## src/rtl/saclu_pkg.sv

```systemverilog
// saclu_pkg: shared types, constants and helper functions of the cache tag lookup unit
// no dependencies; compiled before every other file of the block
package saclu_pkg;

    // fixed field widths
    localparam int ADDR_W    = 32;
    localparam int TAG_W     = 32;
    localparam int AGE_W     = 2;
    localparam int OFS_W     = 4;
    localparam int IDX_W     = 3;
    localparam int SET_OUT_W = 6;
    localparam int WAY_OUT_W = 2;
    localparam int CNT_W     = 32;
    localparam int LFSR_W    = 16;

    // apb port
    localparam int PADDR_W = 4;
    localparam int PDATA_W = 32;

    // register indexes
    localparam logic [1:0] REG_OFFSET_BITS    = 2'd0;
    localparam logic [1:0] REG_INDEX_BITS     = 2'd1;
    localparam logic [1:0] REG_REPLACE_POLICY = 2'd2;

    // register limits and reset values
    localparam logic [OFS_W-1:0] OFS_MAX   = 4'd12;
    localparam logic [OFS_W-1:0] OFS_RESET = 4'd2;
    localparam logic [IDX_W-1:0] IDX_MAX   = 3'd6;
    localparam logic [IDX_W-1:0] IDX_RESET = 3'd6;

    // replacement policy codes
    localparam logic POLICY_RANDOM = 1'b0;
    localparam logic POLICY_LRU    = 1'b1;

    // ages
    localparam logic [AGE_W-1:0] AGE_MAX = 2'd3;

    // victim lfsr
    localparam logic [LFSR_W-1:0] LFSR_SEED = 16'hACE1;
    localparam logic [LFSR_W-1:0] LFSR_TAPS = 16'hB400;

    // reciprocal shift for the way modulo, exact for 16-bit values and up to 16 ways
    localparam int RECIP_SHIFT = 20;

    typedef struct packed {
        logic [OFS_W-1:0] offset_bits;
        logic [IDX_W-1:0] index_bits;
        logic             replace_policy;
    } cfg_t;

    typedef struct packed {
        logic clear;
        logic load;
        logic commit;
    } cmd_t;

    typedef struct packed {
        logic clear_last;
        logic out_free;
    } sts_t;

    typedef struct packed {
        logic             valid;
        logic [AGE_W-1:0] age;
    } way_state_t;

    // galois lfsr, shifting right
    function automatic logic [LFSR_W-1:0] lfsr_next(input logic [LFSR_W-1:0] s);
        logic [LFSR_W-1:0] shifted;
        shifted = s >> 1;
        return s[0] ? (shifted ^ LFSR_TAPS) : shifted;
    endfunction

endpackage

```

## src/rtl/saclu_regs.sv

```systemverilog
// saclu_regs: apb configuration registers of the cache tag lookup unit
// depends on saclu_pkg
module saclu_regs
(
    input  logic                              clk,
    input  logic                              rst_n,
    input  logic                              psel,
    input  logic                              penable,
    input  logic                              pwrite,
    input  logic [saclu_pkg::PADDR_W-1:0]     paddr,
    input  logic [saclu_pkg::PDATA_W-1:0]     pwdata,
    output logic [saclu_pkg::PDATA_W-1:0]     prdata,
    output logic                              pready,
    output saclu_pkg::cfg_t                   cfg
);

    saclu_pkg::cfg_t cfg_reg;
    logic            wr_en;
    logic [1:0]      reg_sel;

    assign pready  = 1'b1;
    assign wr_en   = psel && penable && pwrite;
    assign reg_sel = paddr[3:2];
    assign cfg     = cfg_reg;

    // register writes
    always_ff @(posedge clk or negedge rst_n)
    begin
        if (!rst_n)
        begin
            cfg_reg.offset_bits    <= saclu_pkg::OFS_RESET;
            cfg_reg.index_bits     <= saclu_pkg::IDX_RESET;
            cfg_reg.replace_policy <= saclu_pkg::POLICY_LRU;
        end
        else if (wr_en)
        begin
            unique case (reg_sel)
                saclu_pkg::REG_OFFSET_BITS:
                    cfg_reg.offset_bits <= pwdata[saclu_pkg::OFS_W-1:0];
                saclu_pkg::REG_INDEX_BITS:
                    cfg_reg.index_bits <= pwdata[saclu_pkg::IDX_W-1:0];
                saclu_pkg::REG_REPLACE_POLICY:
                    cfg_reg.replace_policy <= pwdata[0];
                default:
                begin
                end
            endcase
        end
    end

    // read mux
    always_comb
    begin
        unique case (reg_sel)
            saclu_pkg::REG_OFFSET_BITS:
                prdata = {{(saclu_pkg::PDATA_W-saclu_pkg::OFS_W){1'b0}}, cfg_reg.offset_bits};
            saclu_pkg::REG_INDEX_BITS:
                prdata = {{(saclu_pkg::PDATA_W-saclu_pkg::IDX_W){1'b0}}, cfg_reg.index_bits};
            saclu_pkg::REG_REPLACE_POLICY:
                prdata = {{(saclu_pkg::PDATA_W-1){1'b0}}, cfg_reg.replace_policy};
            default:
                prdata = '0;
        endcase
    end

endmodule

```

## config.mk

```make
export PLATFORM = sky130hd
export DESIGN_NAME = saclu_regs
export DESIGN_NICKNAME = d
export VERILOG_FILES = /design/src/rtl/saclu_pkg.sv /design/src/rtl/saclu_regs.sv
export SDC_FILE = /design/constraint.sdc
export NUM_CORES = 1
export LEC_CHECK = 0
export ABC_AREA = 1
export ABC_CLOCK_PERIOD_IN_PS = 2100
export BUFFER_PORTS_ARGS = -buffer_cell sky130_fd_sc_hd__buf_2
export CAP_MARGIN = 10
export CORE_ASPECT_RATIO = 1.1
export CORE_UTILIZATION = 34
export DETAILED_ROUTE_END_ITERATION = 6
export HOLD_SLACK_MARGIN = 0.15
export PLACE_DENSITY_LB_ADDON = 0.05
export SETUP_SLACK_MARGIN = 0.1
export SYNTH_ARGS = -nofsm -noshare
export SYNTH_HDL_FRONTEND = slang
export SYNTH_SLANG_ARGS = --single-unit
```

## constraint.sdc

```tcl
create_clock -name clk -period 2.1 [get_ports clk]
set_clock_uncertainty 0.2 [all_clocks]
set_input_delay 0.105 -clock clk [delete_from_list [all_inputs] [get_ports clk]]
set_output_delay 0.105 -clock clk [all_outputs]
set_load 0.05 [all_outputs]
```

==> results of run 1 <==
==> through the flow <==
| stage | hold WS [ns] | cell area, µm² |
|---|---|---|
| after global placement | -0.239 | 681 |
| final | 0.169 | 903 |
| after CTS | 0.174 | 933 |
| after floorplan | -0.391 | 766 |
| after global routing | 0.201 | 903 |
| after detailed placement | -0.240 | 681 |
==> cells by family after synthesis <==
family / Yosys count / share of synthesized area (%)
other cells: 2 / 1.13
buf+inv: 34 / 35.6
simple gates: 47 / 32.4
flops: 8 / 30.9
==> final timing paths <==
check | from | to | slack [ns] | depth (start not counted)
min | rst_n | cfg[2] | 0.17 | 2
max in group asynchronous | rst_n | cfg[4] | 0.87 | 3
max | paddr[3] | cfg[5] | 0.26 | 8
min reg2reg | cfg[0] | cfg[0] | 0.27 | 2
max reg2reg | cfg[2] | cfg[2] | 0.65 | 3
min in group clk | cfg[0] | cfg[0] | 0.27 | 2
==> timing repair <==
action	CTS	global route
hold buffers	23	0
setup endpoints to repair	0	3
hold endpoints to repair	16	0
setup buffers	0	0
==> metal layers <==
metal	vias up	track usage [%]	part of all wire (%)
li1	299	-	-
met1	269	19.1	44
met2	32	23.8	49
met3	2	4.85	5.6
met4	0	6.06	1.1
met5	-	0	0
==> cell usage after synthesis <==
cell type  instances
nand3_1            2
inv_1              4
nor2_4             2
dfstp_2            4
buf_4             29
nor2_2             2
dfrtp_1            4
nor2_1             2
nand3_2            1
nand2_2            4
nand2_1           34
conb_1             2
inv_2              1
==> power by group <==
group	internal (µW)	switching, µW
registers	197	22.8
logic	88.3	319
clock network	65.8	59.1
==> critical path, stage by stage <==
cell and delay, ns:
buf_2 0.11, inv_1 0.10, nand2_2 0.09, nor2_4 0.13, dlygate4sd3_1 0.63, nand2_1 0.07
nand2_1 0.06, dlygate4sd3_1 0.54
==> area by class of cell <==
type / instances / area, µm² / share of cell area (%)
clock buffer: 3 / 22.5 / 2.49
inverter: 5 / 18.8 / 2.08
multi-input combinational: 76 / 324 / 35.9
sequential: 8 / 205 / 22.7
tap: 18 / 22.5 / 2.49
timing repair buffer: 42 / 310 / 34.3
==> results.toml, run 1 <==
[worst_setup_path]
critPathKind = "in -> reg"
cp_data_required_time_ns = 2.09
path_max_fanout = 3
crit_arrival_ns = 1.84
endpoint_kind = "flip-flop"
cp-start-kind = "input port"

[clocking]
cts.sinks = 8
clockRootBuffer = "clkbuf_4"
clock_path_buffers = 2
clk_pin_slew_ns = 0.06
cts_tree = "built"
cts.htree.levels = 1
cts_inserted_buffers = 3
ctsResizeCount = 0
insertion_delay_ns = 0.26

[placement]
dp.cells = 129
port_buffers = 22
hpwl_um = 930
gp_congestion = 0.685
place_ws_ns = 0.880

[synth]
synth_top_area_share_pct = 32.8
synth_area_per_cell_um2 = 7.30
yosysWarnings = 0
ys_types = 13
syn_area_um2 = 664
ys_seq_area_share_pct = 30.9
synth_seq_cells = 8
yosysTopAreaCell = "buf_4"
ys_top_cells_by_area = "buf_4 (33%), nand2_1 (19%), dfstp_2 (16%)"
syn_inst = 91

[floorplan]
core_area_um2 = 1800
die_y_um = 48.4
dieWidth_um = 44.1
fp.dieArea_um2 = 2130
initial_utilization_pct = 36.9
ios = 82
core.rowCount = 16

[cells_and_area]
antenna_cells = 0
layout_commonest_cell = "nand2_1"
post-route-util_pct = 50.1
instances_no_fill = 152
area_growth_pct = 36.0
nets = 177
final_layout_size_suffix_gt1_share_pct = 29.1
fill_cells = 196
largest_register_ffs = 8
final_cell_mix = "nand2_1 (34), conb_1 (29), buf_2 (22)"

[grt]
grt_max_degree = 6
grt_pass1_wl_um = 2390
grtUsageTotal_pct = 15.2
grt-ovfl-total = 0
antenna_found_initial = 0
grt_pass1_vias = 583

[sta]
setup_viol = 0
drv_slew = 0
min_period_ns = 1.84
fin_setup_tns_ns = 0
setup_ws_ns = 0.257
rsz0062_at_grt = "false"
fmax_ghz = 0.543
fin_crit_sh_pct = 87.7
hold_viol = 0

[power]
total_power_uw = 753
power_density_nw_per_um2 = 834
vdd_ir_drop_max_uv = 465
power.leakage_uw = 0.000517

[drt]
drt_first_pass_iters = 6
avgRoutedWirePerCell_um = 8.79
post-route-drc-count = 0
drt_wl_total_um = 1340
ant_nets = 0
viasPerCell = 3.96
drt-initial-drc-count = 7
vias = 602

[job]
maxCapViolCount = 0

[worst_hold_path]
min_path_type = "in -> async"

[run_status]
status = "completed"
No activity file was read; power rests on OpenSTA's default activity.
==> run 2: changes to the inputs <==
--- a/config.mk
+++ b/config.mk
@@ -10,10 +10,11 @@
 export BUFFER_PORTS_ARGS = -buffer_cell sky130_fd_sc_hd__buf_2
 export CAP_MARGIN = 10
 export CORE_ASPECT_RATIO = 1.1
-export CORE_UTILIZATION = 34
+export CORE_UTILIZATION = 36
+export CTS_BUF_LIST = sky130_fd_sc_hd__clkbuf_4
 export DETAILED_ROUTE_END_ITERATION = 6
 export HOLD_SLACK_MARGIN = 0.15
-export PLACE_DENSITY_LB_ADDON = 0.05
+export PLACE_DENSITY = 0.87
 export SETUP_SLACK_MARGIN = 0.1
 export SYNTH_ARGS = -nofsm -noshare
 export SYNTH_HDL_FRONTEND = slang
==> run 2 against run 1 <==
Net effect: worst hold slack worse by 0.051 ns; utilization rose by 4.9 points; cell area rose by 0.69%; clock-buffer cell count up 1; sequential power is essentially flat.
==> results.toml, run 2 (same netlist as run 1, synthesis figures left out) <==
[grt]
grtUsageTotal_pct = 18.5
grt_pass1_wl_um = 2700
grt-ovfl-total = 0
grt_max_degree = 6
grt_pass1_vias = 619
antenna_found_initial = 0

[floorplan]
initial_utilization_pct = 40.2
core.rowCount = 15
fp.dieArea_um2 = 2020
die_y_um = 47.1
ios = 82
core_area_um2 = 1650
dieWidth_um = 43.0

[worst_setup_path]
crit_arrival_ns = 1.83
r2r_slack_ns = 0.65
cp_common_cell = "nand2_1"
reg2reg_depth = 3
max_stage_delay_ns = 0.61
r2r-start = "cfg[2]"
critPathKind = "in -> reg"
endpoint_kind = "flip-flop"
path_max_fanout = 4
crit_path_end = "cfg[4]"
path_cells = "buf_2 > nand2_1 > dlygate4sd3_1 > nor2_4 > nand2_2 > dlygate4sd3_1 > nand2_1 > nand2_1"
rr_endpoint = "cfg[2]"
startpoint = "penable"
cp-start-kind = "input port"
slowest_stage = "dlygate4sd3_1"
cp_data_required_time_ns = 2.06

[drt]
drt_first_pass_iters = 5
vias = 658
post-route-drc-count = 0
drt_wl_total_um = 1700
avgRoutedWirePerCell_um = 11.2
viasPerCell = 4.33
drt-initial-drc-count = 18
ant_nets = 0

[cells_and_area]
fill_cells = 145
nets = 177
final_cell_mix = "nand2_1 (34), conb_1 (29), buf_2 (22)"
area_growth_pct = 36.9
antenna_cells = 0
largest_register_ffs = 8
final_layout_size_suffix_gt1_share_pct = 29.6
layout_commonest_cell = "nand2_1"

[sta]
fin_setup_tns_ns = 0
min_period_ns = 1.86
rsz0062_at_grt = "false"
drv_slew = 0
setup_viol = 0
hold_viol = 0
fmax_ghz = 0.536
fin_crit_sh_pct = 88.8
whs_ns = 0.118

[power]
p_int_uw = 363
vdd_ir_drop_max_uv = 449
power_density_nw_per_um2 = 856
share_comb_of_total_power_pct = 52.2
p_seq_share_pct = 28.5
total_power_uw = 778
power.share.switching_pct = 53.4
p_clk_share_pct = 19.3
power.switching_uw = 415
power.leakage_uw = 0.000517

[placement]
port_buffers = 22
gp_congestion = 0.768
hpwl_um = 940

[clocking]
clockRootBuffer = "clkbuf_4"
clock_path_buffers = 2
cts_tree = "built"
cts_inserted_buffers = 3
clk_pin_slew_ns = 0.07
cts.sinks = 8
insertion_delay_ns = 0.27
cts.htree.levels = 1

[worst_hold_path]
min_path_type = "in -> reg"

[job]
maxCapViolCount = 0

[run_status]
status = "completed"
==> run 2: worst min-delay path by stage <==
| stage | to | cells past startpoint | startpoint | slack, ns |
|---|---|---|---|---|
| 5_1_grt | cfg[0] | 2 | rst_n | 0.20 |
| 4_1_cts | cfg[0] | 2 | rst_n | 0.17 |
| 6_report | cfg[3] | 6 | paddr[2] | 0.12 |
| 3_3_place_gp | cfg[7] | 1 | rst_n | -0.25 |
| 2_1_floorplan | cfg[1] | 0 | rst_n | -0.39 |
| 3_5_place_dp | cfg[7] | 1 | rst_n | -0.24 |
==> run 2: area by class of cell <==
type / instances / area [µm²] / share of cell area (%)
multi-input cells: 76 / 324 / 35.6
clock buffers: 4 / 30.0 / 3.30
flip-flops and latches: 8 / 205 / 22.6
well taps: 17 / 21.3 / 2.34
inverters: 5 / 18.8 / 2.06
repair buffers: 42 / 310 / 34.1
==> run 2: critical path, delay by kind of cell <==
kind | cells | cell delay [ns]
AND/OR/NAND/NOR | 5 | 0.42
buffers and inverters | 3 | 1.30
==> run 2: per-layer routing <==
| layer | track usage [%] | share of wire, % | routed length (µm) |
|---|---|---|---|
| met1 | 16.4 | 32 | 550 |
| met2 | 39.7 | 55 | 932 |
| met3 | 2.69 | 9.6 | 163 |
| met4 | 10.9 | 3.4 | 58 |
| met5 | 0 | 0 | 0 |
==> run 2: timing repair <==
item                                   in CTS  in global routing
hold buffers                               23                  0
endpoints found under the hold margin      16                  0
setup endpoints to repair                   0                  3
resized for setup                           0                  0
setup buffers                               0                  0
==> run 2: stage by stage <==
stage | area, µm² | setup slack, ns | cells | util [%]
2_1_floorplan | 766 | 0.423 | 118 | -
3_3_place_gp | 679 | 0.885 | 128 | 41.1
3_5_place_dp | 679 | 0.878 | 128 | 41.1
4_1_cts | 940 | 0.120 | 155 | 56.9
5_1_grt | 910 | 0.191 | 152 | 55.1
6_report | 910 | 0.235 | 152 | 55.1
==> run 2: power groups by stage <==
stage	sequential (µW)	combinational, µW	clock, µW
floorplan	337	234	0
global placement	222	367	0
detailed placement	224	371	0
CTS	222	411	149
global route	226	427	161
finish	222	406	150
