[config.mk]
export PLATFORM = sky130hd
export DESIGN_NAME = saclu_ctrl
export DESIGN_NICKNAME = d
export VERILOG_FILES = /design/src/rtl/saclu_pkg.sv /design/src/rtl/saclu_ctrl.sv
export SDC_FILE = /design/constraint.sdc
export NUM_CORES = 1
export LEC_CHECK = 0
export BUFFER_PORTS_ARGS = -buffer_cell sky130_fd_sc_hd__buf_2
export CAP_MARGIN = 20
export CORE_AREA = 2 2 39 41
export CTS_BUF_LIST = sky130_fd_sc_hd__clkbuf_8
export DETAILED_ROUTE_END_ITERATION = 7
export DIE_AREA = 0 0 41 43
export GPL_TIMING_DRIVEN = 0
export MAX_ROUTING_LAYER = met4
export PLACE_DENSITY = 0.3
export SLEW_MARGIN = 30
export SYNTH_ARGS = -nofsm -noshare
export SYNTH_HDL_FRONTEND = slang
export SYNTH_SLANG_ARGS = --single-unit
export TNS_END_PERCENT = 5
[constraint.sdc]
create_clock -name clk -period 2.95 [get_ports clk]
set_clock_uncertainty 0.1 [all_clocks]
set_input_delay 0.295 -clock clk [delete_from_list [all_inputs] [get_ports clk]]
set_output_delay 0.295 -clock clk [all_outputs]
set_load 0.01 [all_outputs]
[src/rtl/saclu_pkg.sv]
// saclu_pkg: shared types, constants and helper functions of the cache tag lookup unit
// no dependencies; compiled before every other file of the block
package saclu_pkg;

    // fixed field widths
    localparam int ADDR_W    = 32;
    localparam int TAG_W     = 32;
    localparam int AGE_W     = 2;
    localparam int OFS_W     = 4;
    localparam int IDX_W     = 3;
    localparam int SET_OUT_W = 6;
    localparam int WAY_OUT_W = 2;
    localparam int CNT_W     = 32;
    localparam int LFSR_W    = 16;

    // apb port
    localparam int PADDR_W = 4;
    localparam int PDATA_W = 32;

    // register indexes
    localparam logic [1:0] REG_OFFSET_BITS    = 2'd0;
    localparam logic [1:0] REG_INDEX_BITS     = 2'd1;
    localparam logic [1:0] REG_REPLACE_POLICY = 2'd2;

    // register limits and reset values
    localparam logic [OFS_W-1:0] OFS_MAX   = 4'd12;
    localparam logic [OFS_W-1:0] OFS_RESET = 4'd2;
    localparam logic [IDX_W-1:0] IDX_MAX   = 3'd6;
    localparam logic [IDX_W-1:0] IDX_RESET = 3'd6;

    // replacement policy codes
    localparam logic POLICY_RANDOM = 1'b0;
    localparam logic POLICY_LRU    = 1'b1;

    // ages
    localparam logic [AGE_W-1:0] AGE_MAX = 2'd3;

    // victim lfsr
    localparam logic [LFSR_W-1:0] LFSR_SEED = 16'hACE1;
    localparam logic [LFSR_W-1:0] LFSR_TAPS = 16'hB400;

    // reciprocal shift for the way modulo, exact for 16-bit values and up to 16 ways
    localparam int RECIP_SHIFT = 20;

    typedef struct packed {
        logic [OFS_W-1:0] offset_bits;
        logic [IDX_W-1:0] index_bits;
        logic             replace_policy;
    } cfg_t;

    typedef struct packed {
        logic clear;
        logic load;
        logic commit;
    } cmd_t;

    typedef struct packed {
        logic clear_last;
        logic out_free;
    } sts_t;

    typedef struct packed {
        logic             valid;
        logic [AGE_W-1:0] age;
    } way_state_t;

    // galois lfsr, shifting right
    function automatic logic [LFSR_W-1:0] lfsr_next(input logic [LFSR_W-1:0] s);
        logic [LFSR_W-1:0] shifted;
        shifted = s >> 1;
        return s[0] ? (shifted ^ LFSR_TAPS) : shifted;
    endfunction

endpackage

[src/rtl/saclu_ctrl.sv]
// saclu_ctrl: controller state machine of the cache tag lookup unit
// depends on saclu_pkg for the command and status structs
module saclu_ctrl
(
    input  logic              clk,
    input  logic              rst_n,
    input  logic              in_valid,
    output logic              in_ready,
    input  saclu_pkg::sts_t   sts,
    output saclu_pkg::cmd_t   cmd
);

    localparam logic [1:0] ST_CLEAR = 2'd0;
    localparam logic [1:0] ST_IDLE  = 2'd1;
    localparam logic [1:0] ST_EVAL  = 2'd2;

    logic [1:0] state_reg;
    logic [1:0] state_next;

    // next state and commands
    always_comb
    begin
        state_next = state_reg;
        cmd        = '0;
        in_ready   = 1'b0;
        unique case (state_reg)
            ST_CLEAR:
            begin
                cmd.clear = 1'b1;
                if (sts.clear_last)
                begin
                    state_next = ST_IDLE;
                end
            end
            ST_IDLE:
            begin
                in_ready = 1'b1;
                if (in_valid)
                begin
                    cmd.load   = 1'b1;
                    state_next = ST_EVAL;
                end
            end
            ST_EVAL:
            begin
                if (sts.out_free)
                begin
                    cmd.commit = 1'b1;
                    state_next = ST_IDLE;
                end
            end
            default:
            begin
                state_next = ST_CLEAR;
            end
        endcase
    end

    // state register
    always_ff @(posedge clk or negedge rst_n)
    begin
        if (!rst_n)
        begin
            state_reg <= ST_CLEAR;
        end
        else
        begin
            state_reg <= state_next;
        end
    end

endmodule

==> results of run 1 <==
layer usage:
layer	vias up	track usage, %
met4	0	10.0
met5	-	-
met3	2	4.71
li1	64	-
met2	11	5.63
met1	54	6.13
layout by cell type, fill, tap and decap left out, drive strengths merged:
cell         count
and2b            1
and3b            1
buf              8
clkbuf           3
dfrtp            2
dlygate4sd3      1
inv              1
mux2i            1
nand2            1
nor2             2
nor3b            1
o2bb2ai          1
or2              1
per-stage QoR:
stage | worst slack [ns] | cells | instance area [um2] | hold slack (ns)
final | 1.55 | 40 | 226 | 0.260
after CTS | 1.53 | 40 | 226 | 0.257
after global placement | 1.78 | 36 | 175 | -0.0192
after detailed placement | 1.75 | 36 | 175 | -0.0175
after global routing | 1.45 | 40 | 226 | 0.276
after floorplan | 1.89 | 12 | 115 | -0.101
final timing paths:
path	start	slack, ns	endpoint
worst min register to register	state_reg[0]$_DFFE_PN0P_	0.45	state_reg[0]$_DFFE_PN0P_
min in group asynchronous	rst_n	0.30	state_reg[1]$_DFFE_PN0P_
max in group asynchronous	rst_n	2.36	state_reg[0]$_DFFE_PN0P_
worst max register to register	state_reg[0]$_DFFE_PN0P_	1.88	state_reg[1]$_DFFE_PN0P_
worst max-delay path	state_reg[1]$_DFFE_PN0P_	1.55	in_ready
worst min-delay path	in_valid	0.26	state_reg[0]$_DFFE_PN0P_
area by class of cell:
cell class,instances,area share (%)
multi-input cells,9,27.1
repair buffers,9,22.1
clock buffers,3,18.2
flip-flops and latches,2,22.1
well taps,16,8.84
inverters,1,1.66
kinds of logic (layout without fill, tap and decap cells):
logic type,Yosys count,after routing
and+or+nand+nor,7,7
DFF,2,2
AOI/OAI and AO/OA,1,1
muxes,1,1
buffers and inverters,1,13
worst max-delay path, stage by stage (launching register included):
cell and delay (ns):
sky130_fd_sc_hd__dfrtp_1 0.42, sky130_fd_sc_hd__and2b_2 0.25, sky130_fd_sc_hd__buf_2 0.13
power by group through the flow:
stage / Combinational, mW / Sequential [mW] / Clock [mW]
4_1_cts: 0.0785 / 0.0610 / 0.113
3_5_place_dp: 0.0770 / 0.0613 / 0
2_1_floorplan: 0.0489 / 0.0546 / 0
6_report: 0.0767 / 0.0602 / 0.109
5_1_grt: 0.0868 / 0.0663 / 0.117
3_3_place_gp: 0.0763 / 0.0580 / 0
what timing repair did:
| item | 4_1_cts | 5_1_grt |
|---|---|---|
| gates resized for setup | 0 | 0 |
| endpoints found under the setup margin | 0 | 0 |
| hold buffers | 1 | 0 |
| endpoints found under the hold margin | 2 | 0 |
==> flow_summary.json, run 1 <==
{
  "yosys.area.top_type": "sky130_fd_sc_hd__dfrtp_1",
  "initial_core_util_pct": 8.32,
  "required_ns": 2.56,
  "hpwl_reported_at_the_end_of_detailed_placement_um": 236,
  "place.gp.congestion": 0.618,
  "totalPowerFinal_mw": 0.245,
  "grt_pass1_wl_um": 565,
  "max_freq_mhz": 713,
  "num_rows": 14,
  "static-leakage-power_nw": 0.118,
  "n_antenna_cell": 0,
  "netSwitchingFraction_pct": 31.1,
  "worst_ep_arrival_time_ns": 1.01,
  "cts_tree": "yes",
  "wl_met2_um": 113,
  "synthesis.instances": 12,
  "routed_wirelength_um": 332,
  "layout-area-overhead-vs-synth_pct": 96.7,
  "postSynthAreaPerCell_um2": 9.59,
  "seq_area_frac_synth_pct": 43.5,
  "post_drt_antenna_nets": 0,
  "synthTopCellsByCount": "sky130_fd_sc_hd__dfrtp_1, sky130_fd_sc_hd__nor2_1",
  "routedWlPerCell_um": 8.30,
  "cts_made_buffers": 3,
  "synth_xor_area_share_pct": 0,
  "ys.warnings.count": 0,
  "net-switching-power_mw": 0.0762,
  "die_width_um": 41,
  "postSynth.topFlopCell": "sky130_fd_sc_hd__dfrtp_1",
  "vdd_ir_max_v": 0.000205,
  "critical_path_class": "flop to output port",
  "p_int_mw": 0.169,
  "postCtsSetupRepairBufs": 0,
  "cell_area_after_synthesis_um2": 115,
  "finalCoreUtilization_pct": 16.4,
  "max-clock-path-buffers": 2,
  "portBuffers": 8,
  "final_layout_size_suffix_gt1_share_pct": 50.0,
  "cts_root_buf": "sky130_fd_sc_hd__clkbuf_8",
  "synth_edf_count": 0,
  "clock_power_share_pct": 44.2,
  "routed-via-count": 131,
  "sequential_share_of_power_pct": 24.5,
  "worst-path-max-fanout": 6,
  "nNetsFinal": 31,
  "hold_violations": 0,
  "synth.ff_latch_count": 2,
  "cap_violations": 0,
  "async_reset_ff_share_pct": 100,
  "worst_r2r_path_depth": 2,
  "synth-adder-area-share_pct": 0,
  "core_box_area_um2": 1380,
  "die_area_um2": 1760,
  "chipHeight_um": 43,
  "grt_setup_unrepaired": "false",
  "area_taken_by_multi_input_logic_gates_um2": 61.3,
  "pwr_density_cell_nw_per_um2": 1080,
  "fill_cell_count": 160,
  "detail_route.drc_violations": 0,
  "ys_top_cells_by_area": "sky130_fd_sc_hd__dfrtp_1, sky130_fd_sc_hd__mux2i_1, sky130_fd_sc_hd__and2b_2",
  "dr.max_layer_used": "met4",
  "pin_count": 9,
  "detail_route.wirelength.met1_um": 143,
  "worst_setup_hold_path_clk_slew_ns": 0.03,
  "synth_fp_nets": 17,
  "antenna_violations_before_repair": 0,
  "hold_depth": 3,
  "final_slew_violations": 0,
  "compound_cell_area_share_of_the_yosys_netlist_pct": 7.61,
  "global_route.usage.total_pct": 6.28,
  "synth_top_family_by_area": "simple AND/OR/NAND/NOR gates",
  "setup_viol": 0,
  "insertion_delay_ns": 0.21,
  "grt_start_max_net_pins": 7,
  "drt_iter0_drc": 3,
  "max_slew.worst_pin.slew_ns": 0.182,
  "largest_register_ffs": 2,
  "slew_headroom_pct": 87.9,
  "synth.mux.area_fraction_pct": 8.70,
  "outcome": "finished clean",
  "detailroute.wirelength.met3_um": 60,
  "timing.critical_path.to_type": "output port",
  "grt_pass1_vias": 134,
  "period_share_pct": 47.6,
  "drt-pass1-iter-count": 2,
  "cts.htree.levels": 1,
  "synth_cell_types": 10,
  "crit_path_start_kind": "flop",
  "post_synth_and_or_nand_nor_area_fraction_pct": 37.0,
  "cts.sinks": 2,
  "ff_latch_area_um2": 50.0,
  "vias_per_cell": 3.28,
  "yosys.area.top_type_share_pct": 43.5,
  "period_minus_slack_ns": 1.40,
  "holdCritPathClass": "input port to flop",
  "tns_ns": 0,
  "globalRoute.totalOverflow": 0,
  "power.combinational.fraction_pct": 31.2
}
(Power assumes the default switching activity.)
==> run 2, diff against run 1 <==
clock period = 1.3 ns   (was 2.95 ns; I/O delays follow)
==> run 2 against run 1 <==
Final area grew 3.9%. Register-to-register slack worse by 1.7 ns. First-iteration DRC count fell by 33%. Clock power rose by 130%. Global-route usage unchanged. Setup slack got worse by 1.5 ns.
==> flow_summary.json, run 2 (synthesized netlist as in run 1, its figures left out) <==
{
  "outcome": "finished clean",
  "ff_latch_area_um2": 51.3,
  "postPlaceCellArea_um2": 175,
  "worst-path-max-fanout": 6,
  "period_minus_slack_ns": 1.22,
  "fill_cell_count": 160,
  "required_ns": 1.07,
  "tns_ns": 0,
  "regToRegEndpoint": "state_reg[1]$_DFFE_PN0P_",
  "timing.critical_path.to_type": "output port",
  "detail_route.drc_violations": 0,
  "area_taken_by_multi_input_logic_gates_um2": 61.3,
  "top_library_cells_by_usage_in_the_layout_fill_and_taps_aside": "sky130_fd_sc_hd__buf_2, sky130_fd_sc_hd__clkbuf_8, sky130_fd_sc_hd__nor2_1",
  "portBuffers": 8,
  "pin_count": 9,
  "grt_pass1_vias": 134,
  "critical_path_class": "flop to output port",
  "n_antenna_cell": 0,
  "antenna_violations_before_repair": 0,
  "timing.rr.start": "state_reg[1]$_DFFE_PN0P_",
  "cts.sinks": 2,
  "die_width_um": 41,
  "grt_setup_unrepaired": "false",
  "cts_made_buffers": 3,
  "largest_register_ffs": 2,
  "worst_r2r_path_depth": 3,
  "drt-pass1-iter-count": 2,
  "core_box_area_um2": 1380,
  "grt_pass1_wl_um": 565,
  "global_route.usage.total_pct": 6.28,
  "vdd_ir_max_v": 0.000463,
  "period_share_pct": 94.0,
  "grt_start_max_net_pins": 7,
  "final_slew_violations": 0,
  "drt_iter0_drc": 2,
  "slew_headroom_pct": 87.8,
  "cells_along_the_critical_path": "and2b_2, buf_2",
  "cts_root_buf": "sky130_fd_sc_hd__clkbuf_8",
  "max-clock-path-buffers": 2,
  "holdCritPathClass": "input port to flop",
  "cp-startpoint": "state_reg[0]$_DFFE_PN0P_",
  "num_rows": 14,
  "worst_ep_arrival_time_ns": 0.99,
  "crit_path_start_kind": "flop",
  "pwr_density_cell_nw_per_um2": 2470,
  "regToRegSetupSlack_ns": 0.19,
  "cts_tree": "yes",
  "cts.htree.levels": 1,
  "setup_viol": 0,
  "static-leakage-power_nw": 0.122,
  "globalRoute.totalOverflow": 0,
  "worst_hold_launch": "in_valid",
  "standard_cell_with_the_maximum_stage_delay_on_the_critical_path": "sky130_fd_sc_hd__dfrtp_1",
  "layout_commonest_cell": "sky130_fd_sc_hd__buf_2",
  "hpwl_reported_at_the_end_of_detailed_placement_um": 236,
  "chipHeight_um": 43,
  "vias_per_cell": 3.22,
  "hold_violations": 0,
  "finish.instance_area_um2": 235,
  "post_drt_antenna_nets": 0,
  "max_freq_mhz": 818,
  "place.gp.congestion": 0.618,
  "timing.critical_path.slowest_cell_delay_ns": 0.42,
  "max_slew.worst_pin.slew_ns": 0.183,
  "routed-via-count": 132,
  "layout-area-overhead-vs-synth_pct": 104,
  "routedWlPerCell_um": 8.27,
  "cap_violations": 0,
  "die_area_um2": 1760,
  "initial_core_util_pct": 8.32,
  "worst_setup_hold_path_clk_slew_ns": 0.03,
  "nNetsFinal": 32,
  "insertion_delay_ns": 0.21,
  "routed_wirelength_um": 339,
  "hold_depth": 3,
  "hold_path_end": "state_reg[0]$_DFFE_PN0P_",
  "final_layout_size_suffix_gt1_share_pct": 56.0
}
run 2: worst max-delay path: cells and delay by family, from the launching register on:
kind	cells	cell delay, ns
buf+inv	1	0.13
flops	1	0.42
simple gates	1	0.23
run 2: how the worst max path moves through the flow:
stage / endpoint / slack (ns)
2_1_floorplan: state_reg[1]$_DFFE_PN0P_ / 0.24
3_3_place_gp: state_reg[1]$_DFFE_PN0P_ / 0.25
3_5_place_dp: state_reg[1]$_DFFE_PN0P_ / 0.22
4_1_cts: in_ready / 0.04
5_1_grt: cmd[1] / 0.01
6_report: in_ready / 0.08
run 2: per-layer routing:
layer | vias to the layer above | wire [um] | global-route usage, %
met5 | - | 0 | -
li1 | 66 | - | -
met1 | 53 | 148 | 6.13
met3 | 2 | 60 | 4.71
met4 | 0 | 15 | 10.0
met2 | 11 | 114 | 5.63
run 2: layout make-up:
type	count	area share [%]
Clock buffer	3	17.6
Inverter	1	1.60
Multi-Input combinational cell	9	26.1
Sequential cell	2	21.8
Tap cell	16	8.51
Timing Repair Buffer	10	24.5
run 2: report_power, final:
group	switching (mW)	leakage (nW)	internal, mW
clock network	0.0503	0.0216	0.196
logic	0.0857	0.0762	0.112
registers	0.0423	0.0238	0.0947
total	0.178	0.122	0.403
run 2: metrics by stage:
stage	total power, mW	std cells	util [%]	hold WS (ns)	setup WS (ns)
finish	0.581	41	17.0	0.0957	0.0774
global route	0.636	41	17.0	0.111	0.0120
floorplan	0.235	12	-	-0.266	0.239
CTS	0.572	40	16.4	0.0915	0.0414
detailed placement	0.314	36	12.7	-0.182	0.221
global placement	0.305	36	12.7	-0.184	0.253
run 2: timing repair:
item                                   in CTS  in global routing
setup endpoints to repair                   0                  2
hold buffers                                1                  0
gates resized for setup                     0                  1
endpoints found under the hold margin       2                  0
setup buffers                               0                  1
==> run 3, diff against run 2 <==
clock period = 1.1 ns   (was 1.3 ns; I/O delays follow)
==> run 3 against run 2 <==
The flow now finishes with violations (setup timing). Clock-buffer cell count stayed put. Clock power is 18% higher. Power is 23% higher. Combinational power is 32% higher. First-iteration DRC count stayed put. Flip-flop and latch count stayed put. Largest cell class is now non-clock buffers.
==> flow_summary.json, run 3 (synthesized netlist as in run 1, its figures left out) <==
{
  "failed_checks": "setup timing",
  "period_minus_slack_ns": 1.20,
  "vdd_ir_max_v": 0.000710,
  "finish.instance_area_um2": 243,
  "setup_viol": 3,
  "detail_route.drc_violations": 0,
  "grt_pass1_vias": 141,
  "regToRegEndpoint": "state_reg[1]$_DFFE_PN0P_",
  "final_slew_violations": 0,
  "worst_r2r_path_depth": 3,
  "vias_per_cell": 3.32,
  "num_rows": 14,
  "layout_commonest_cell": "sky130_fd_sc_hd__buf_2",
  "required_ns": 0.89,
  "critical_path_class": "flop to output port",
  "nNetsFinal": 32,
  "max-clock-path-buffers": 2,
  "grt_start_max_net_pins": 7,
  "hold_depth": 3,
  "antenna_violations_before_repair": 0,
  "layout-area-overhead-vs-synth_pct": 111,
  "routedWlPerCell_um": 8.15,
  "routed_wirelength_um": 334,
  "outcome": "finished, violations left",
  "place.gp.congestion": 0.618,
  "largest_register_ffs": 2,
  "pin_count": 9,
  "insertion_delay_ns": 0.21,
  "cap_violations": 0,
  "period_share_pct": 109,
  "worst_setup_hold_path_clk_slew_ns": 0.03,
  "worst_hold_launch": "in_valid",
  "postPlaceCellArea_um2": 175,
  "cp-startpoint": "state_reg[1]$_DFFE_PN0P_",
  "hpwl_reported_at_the_end_of_detailed_placement_um": 236,
  "static-leakage-power_nw": 0.122,
  "cts.sinks": 2,
  "initial_core_util_pct": 8.32,
  "timing.rr.start": "state_reg[1]$_DFFE_PN0P_",
  "worst_ep_arrival_time_ns": 0.99,
  "die_area_um2": 1760,
  "regToRegSetupSlack_ns": 0,
  "timing.critical_path.slowest_cell_delay_ns": 0.42,
  "drt-pass1-iter-count": 2,
  "portBuffers": 8,
  "critical_path.n_buffers_inverters": 1,
  "holdCritPathClass": "input port to flop",
  "max_slew.worst_pin.slew_ns": 0.125,
  "crit_path_start_kind": "flop",
  "cts.htree.levels": 1,
  "fill_cell_count": 158,
  "core_box_area_um2": 1380,
  "post_drt_antenna_nets": 0,
  "globalRoute.totalOverflow": 0,
  "global_route.usage.total_pct": 6.39,
  "routed-via-count": 136,
  "cells_along_the_critical_path": "and3b_1, buf_2",
  "cts_made_buffers": 3,
  "cts_tree": "yes",
  "hold_path_end": "state_reg[0]$_DFFE_PN0P_",
  "grt_pass1_wl_um": 586,
  "drt_iter0_drc": 2,
  "top_library_cells_by_usage_in_the_layout_fill_and_taps_aside": "sky130_fd_sc_hd__buf_2, sky130_fd_sc_hd__clkbuf_8, sky130_fd_sc_hd__nor2_1, sky130_fd_sc_hd__dfrtp_2",
  "timing.final.ws_setup_ns": -0.0967,
  "n_antenna_cell": 0,
  "worst-path-max-fanout": 5,
  "grt_setup_unrepaired": "true",
  "critPathTopFamily": "flip-flops",
  "die_width_um": 41,
  "timing.critical_path.to_type": "output port",
  "placement.setup.worst_slack_ns": 0.0214,
  "chipHeight_um": 43,
  "pwr_density_cell_nw_per_um2": 2950,
  "cts_root_buf": "sky130_fd_sc_hd__clkbuf_8",
  "standard_cell_with_the_maximum_stage_delay_on_the_critical_path": "sky130_fd_sc_hd__dfrtp_2",
  "slew_headroom_pct": 91.5,
  "final_layout_size_suffix_gt1_share_pct": 60.0,
  "min_hold_slack_ns": 0.0658,
  "tns_ns": -0.181,
  "hold_violations": 0,
  "max_freq_mhz": 836
}
-- run 3: cell counts in the layout (fill, tap and decap cells not counted) --
Identical to the previous run, type by type.
-- run 3: how the worst max path moves through the flow --
stage	end	slack, ns	cells past startpoint
after floorplan	state_reg[1]$_DFFE_PN0P_	0.04	2
after global placement	state_reg[1]$_DFFE_PN0P_	0.05	2
after detailed placement	state_reg[1]$_DFFE_PN0P_	0.02	2
after CTS	cmd[1]	-0.11	2
after global routing	cmd[1]	-0.17	2
final	cmd[1]	-0.1	2
-- run 3: layout make-up --
cell class              count  area [um2]  share of cell area (%)
multi-input cells           9        61.3                    25.3
inverters                   1        3.75                    1.55
repair buffers             10        63.8                    26.3
well taps                  16        20.0                    8.25
clock buffers               3        41.3                    17.0
flip-flops and latches      2        52.6                    21.6
-- run 3: per-stage QoR --
stage               util [%]  power, mW  cells
floorplan                  -      0.278     12
global placement        12.7      0.360     36
detailed placement      12.7      0.371     36
CTS                     17.4      0.728     41
global route            17.5      0.787     41
finish                  17.5      0.716     41
-- run 3: repair_timing --
item                                   in CTS  in global routing
hold buffers                                1                  0
gates resized for setup                     1                  2
pin swaps                                   1                  1
endpoints found under the hold margin       2                  0
buffers inserted                            1                  0
setup endpoints to repair                   3                  6
-- run 3: power by group --
group / total [mW] / switching [mW] / internal, mW
Clock: 0.291 / 0.0599 / 0.232
Combinational: 0.262 / 0.106 / 0.156
Sequential: 0.163 / 0.0474 / 0.116
Total: 0.716 / 0.213 / 0.503
-- run 3: worst min-delay path, cell delays in order --
cell and delay (ns):
sky130_fd_sc_hd__buf_2 0.08, sky130_fd_sc_hd__inv_1 0.03, sky130_fd_sc_hd__o2bb2ai_1 0.11
-- run 3: routing by layer --
metal | vias to the layer above | share of wire [%] | GRT usage [%]
met5 | - | 0 | -
met4 | 0 | 4.5 | 10.0
met3 | 2 | 19 | 4.71
met2 | 11 | 34 | 5.94
met1 | 57 | 43 | 6.13
li1 | 66 | - | -
